<file path="config.mk">
export PLATFORM = sky130hd
export DESIGN_NAME = hls_rdiv
export DESIGN_NICKNAME = d
export VERILOG_FILES = /design/src/hls_rdiv.sv
export SDC_FILE = /design/constraint.sdc
export NUM_CORES = 1
export LEC_CHECK = 0
export BUFFER_PORTS_ARGS = -buffer_cell sky130_fd_sc_hd__buf_2
export CAP_MARGIN = 40
export CORE_UTILIZATION = 45
export CTS_CLUSTER_DIAMETER = 80
export DETAILED_ROUTE_END_ITERATION = 12
export RECOVER_POWER = 50
export SLEW_MARGIN = 25
export SYNTH_ARGS = -nofsm -noshare
export SYNTH_HDL_FRONTEND = slang
export SYNTH_SLANG_ARGS = --single-unit
export TNS_END_PERCENT = 5
</file>
<file path="constraint.sdc">
create_clock -name clk_i -period 6.3 [get_ports clk_i]
set_input_delay 1.26 -clock clk_i [delete_from_list [all_inputs] [get_ports clk_i]]
set_output_delay 1.26 -clock clk_i [all_outputs]
set_load 0.05 [all_outputs]
</file>
<file path="src/hls_rdiv.sv">
// hls_rdiv: pipelined restoring divider, one quotient bit per stage, round to nearest.
// q = (a + b/2) / b, zero when b is zero. Moves only when en_i is high.
module hls_rdiv #(
  parameter int unsigned AW = 26,
  parameter int unsigned BW = 9,
  parameter int unsigned QW = 18
) (
  input  logic          clk_i,
  input  logic          en_i,
  input  logic [AW-1:0] a_i,
  input  logic [BW-1:0] b_i,
  output logic [QW-1:0] q_o
);
  localparam int unsigned RW = BW + 1;

  logic [AW:0]   num_q  [QW+1];
  logic [BW-1:0] den_q  [QW+1];
  logic [RW-1:0] rem_q  [QW+1];
  logic [QW-1:0] quo_q  [QW+1];
  logic          zero_q [QW+1];

  logic [AW:0] num_d;
  assign num_d = {1'b0, a_i} + (AW+1)'(b_i >> 1);

  always_ff @(posedge clk_i) begin
    if (en_i) begin
      num_q[0]  <= num_d;
      den_q[0]  <= b_i;
      rem_q[0]  <= RW'(num_d >> QW);
      quo_q[0]  <= '0;
      zero_q[0] <= (b_i == '0);
    end
  end

  for (genvar s = 0; s < QW; s++) begin : g_stage
    localparam int unsigned Bit = QW - 1 - s;
    logic [RW:0] trial;
    logic        nb;
    always_comb begin
      nb    = (Bit <= AW) ? num_q[s][Bit] : 1'b0;
      trial = {rem_q[s], nb};
    end
    always_ff @(posedge clk_i) begin
      if (en_i) begin
        num_q[s+1]  <= num_q[s];
        den_q[s+1]  <= den_q[s];
        zero_q[s+1] <= zero_q[s];
        if (trial >= {2'b0, den_q[s]}) begin
          rem_q[s+1] <= RW'(trial - {2'b0, den_q[s]});
          quo_q[s+1] <= quo_q[s] | (QW'(1) << Bit);
        end else begin
          rem_q[s+1] <= RW'(trial);
          quo_q[s+1] <= quo_q[s];
        end
      end
    end
  end

  assign q_o = zero_q[QW] ? '0 : quo_q[QW];
endmodule

</file>
### Word-level counts from Yosys, hierarchy flattened

Memories as Yosys holds them, arrays and structs flattened.
Cells that the tools add are included.

| cells by class | value |
|---|---|
| $add $sub $neg | 19 |
| order comparisons | 18 |
| multiplexer cells | 147 |
| bitwise operators | 36 |
| reductions and logical operators | 1 |

Operators with widths:

| operator | count |
|---|---|
| $mux W18 | 19 |
| $ge A11 B9 Y1 | 18 |
| $mux W10 | 18 |
| $sub A10 B9 Y10 | 18 |
| $mux W1 | 110 |
| $or A1 B1 Y1 | 36 |
| $add A26 B8 Y27 | 1 |
| $logic_not A9 Y1 | 1 |

| storage, ports and cells | value |
|---|---|
| register bits after elaboration | 0 |
| memory bits (writable) | 1235 |
| bits of input ports | 37 |
| output and inout bits | 18 |
| logic and storage cells | 226 |
| memories kept | 5 |

Memory list:

| memory | depth | width | rd ports | clocked after memory_dff | write ports | RTL line | text |
|---|---|---|---|---|---|---|---|
| num_q | 19 | 27 | 18 | 0 | 19 | 16 | `logic [AW:0] num_q [QW+1];` |
| quo_q | 19 | 18 | 19 | 0 | 19 | 19 | `logic [QW-1:0] quo_q [QW+1];` |
| rem_q | 19 | 10 | 18 | 0 | 19 | 18 | `logic [RW-1:0] rem_q [QW+1];` |
| den_q | 19 | 9 | 18 | 0 | 19 | 17 | `logic [BW-1:0] den_q [QW+1];` |
| zero_q | 19 | 1 | 19 | 0 | 19 | 20 | `logic zero_q [QW+1];` |

### Longest topological paths before layout

| depth | value |
|---|---|
| word-level depth | 5 |
| depth in mapped cells | 9 |
| depth with buffers taken out | 9 |

### Worst setup path before layout

OpenSTA, ideal clock, no wires.

| timing | value |
|---|---|
| path kind | input to register |
| start | in a_i[0] |
| end | mem num_q[0][20] (netlist name), data pin |
| arrival | 2.732 ns |
| setup slack | 3.310 ns |
| stages on the path | 7 |
| path buffers | 0 |
| cells stage by stage | ha_1 > fa_1 > a211oi_1 > nor2_1 > o31a_1 > nand4_1 > xnor2_1 |

RTL lines:

| item | RTL line | text |
|---|---|---|
| from (decl) | 10 | `input logic [AW-1:0] a_i,` |
| to (decl) | 16 |  |

==> metrics.txt <==
CP Class input port to flop; Hold-fix buffers, CTS 0; worst min path class flop to flop; first-pass GRT wire length 90,400 um; total CTS buffers 76; post-route cell area 35,900 um^2; DRT iter0 DRCs 1,257; most common cell after layout, fill and taps aside edfxtp_1; worst hold path cell count 0; most frequent cells in the layout 702 x edfxtp_1, 237 x inv_1, 170 x ha_1, 133 x mux2_2, 109 x nor2_1; Final setup viols 0; initial antenna violation count 0; Post-synth top flop edfxtp_1; max cap viols 1; Pwr Density 398 nW/um^2; # rows 97; number of gates resized after cts 0; port bufs 54; Cell variety after synth 58; Mapped Area 32,200 um^2; Reg area 21,100 um^2; mean area per synthesized cell 14.6 um^2; Final Util 0.511; area post-placement 33,600 um^2; CTS Root Cell clkbuf_16; CP max FO 93; Layout Skew 0.0162 ns; Multi-input gate area 10,100 um^2; Antenna Cells 0; TritonRoute pass-1 iters 8; Worst slew margin -0.139; PnR Total Power 14.3 mW; post-layout min period 3.66 ns; ANT nets after route 0; Synth Instances 2,212; type of origin of the critical path input port; Fill cells 5,879; total negative slack 0 ns; failing checks capacitance limit, slew limit; Post-route DRC 0; Leakage 13.4 nW; clock transition at the registers of the reported paths 0.06 ns; Post-Route WL 55,700 um; clk_lat worst skew 0.61 ns; die height 270 um; layout cells sized above 1 0.131; area share of the largest cell type after synthesis 0.654; # Post-CTS Setup Buffers 0; status finished, violations left; initial core utilization 0.458; vias per std cell 5.22; count of clock tree sinks 702; fmax 0.273 GHz; Area contributors post-synth edfxtp_1 65%, ha_1 6.6%, mux2_2 4.6%; via count 17,340; GRT overflow 0; sequential fraction of the synthesis area 0.654; worst path required time 6.65 ns; GP Congestion 0.843; Critical Path AT 4.01 ns; largest net degree at the start of global routing 130; cell count of the worst reg-to-reg path 6; crit path capture type flop; full die area 72,600 um^2; fin nets 2,550; unrepaired setup endpoints after global routing false; CTS tree done; max-slew violation count 35; ys async rst share 0; Ports 55; worst vdd ir 0.000184 V; yosys warns 0; htree depth 3; clk buf depth 3; vias in the first global route 17,588; part of the cycle the worst path needs 0.581; average wire per standard cell 16.8 um; core area 70,400 um^2; worst slew pin tran 1.71 ns; Yosys reg bits 702; Tot GR Track Use 0.153; cell accounting for the most synthesized area edfxtp_1; Final Hold Vio Count 0; syn nets 2,437; die width 270 um; dpl hpwl 38,700 um; Post-synth EDFFs 702; area grow syn2layout 11.6%
stage by stage:
stage                     instances  hold slack, ns  worst slack (ns)
after global routing           3319           0.416              2.32
after detailed placement       3185           0.405              2.60
after CTS                      3317           0.412              3.25
after floorplan                2212           0.400              3.31
final                          3319           0.412              2.64
after global placement         3185           0.401              2.65
report_power, final:
group          internal, mW  switching [mW]
Sequential             6.09           0.371
Combinational          1.81            1.90
Clock                  2.37            1.75
metal layers:
metal | up-vias | part of all wire | GRT usage
li1 | 8581 | - | -
met1 | 8308 | 0.47 | 0.208
met2 | 351 | 0.46 | 0.248
met3 | 100 | 0.039 | 0.0256
met4 | 0 | 0.028 | 0.0595
met5 | - | 0 | 0
worst max-delay path, cell delays in order:
cell      delay, ns
buf_8          0.52
clkbuf_1       0.98
nand2_1        0.19
nor4_1         0.29
nand2b_1       0.32
mux2_2         0.37
synthesized netlist by cell type, types with 31 or more instances:
cell type / n
nand3_1: 32
a21oi_1: 52
edfxtp_1: 702
a211oi_1: 48
nand4_1: 38
inv_1: 237
xnor2_1: 78
mux2_2: 133
xor2_1: 42
nand2_1: 31
nor3_1: 44
ha_1: 170
o21a_1: 65
nor2_1: 109
o21ai_0: 87
nor2b_1: 37
mux2i_1: 46
state kept, by name, indices dropped and copies added, names as in the netlist:
name / count
num_q: 180
zero_q: 19
quo_q: 171
den_q: 162
rem_q: 170
area by class of cell:
type                    count  share of cell area
clock buffers              95              0.0555
clock inverters            37             0.00877
inverters                 237              0.0247
multi-input cells        1237               0.280
flip-flops and latches    702               0.586
well taps                 940              0.0327
repair buffers             71              0.0117
logic make-up (layout without fill, tap and decap cells):
group | Yosys count | count (layout) | share of synthesized area
mux | 180 | 180 | 0.0611
xor+xnor | 120 | 120 | 0.0326
buf+inv | 273 | 440 | 0.0327
simple gates | 376 | 376 | 0.0621
flops | 702 | 702 | 0.654
fa+ha+maj | 188 | 188 | 0.0772
compound gates | 373 | 373 | 0.0797
path summary, 6_finish.rpt:
kind	startpoint	to	slack [ns]
setup / recovery	en_i	rem_q[11][2]	2.64
setup reg to reg	rem_q[15][0]	rem_q[16][3]	3.68
hold / removal	quo_q[11][15]	quo_q[12][15]	0.41
hold reg to reg	quo_q[11][15]	quo_q[12][15]	0.41
No activity file was read; power rests on OpenSTA's default activity.
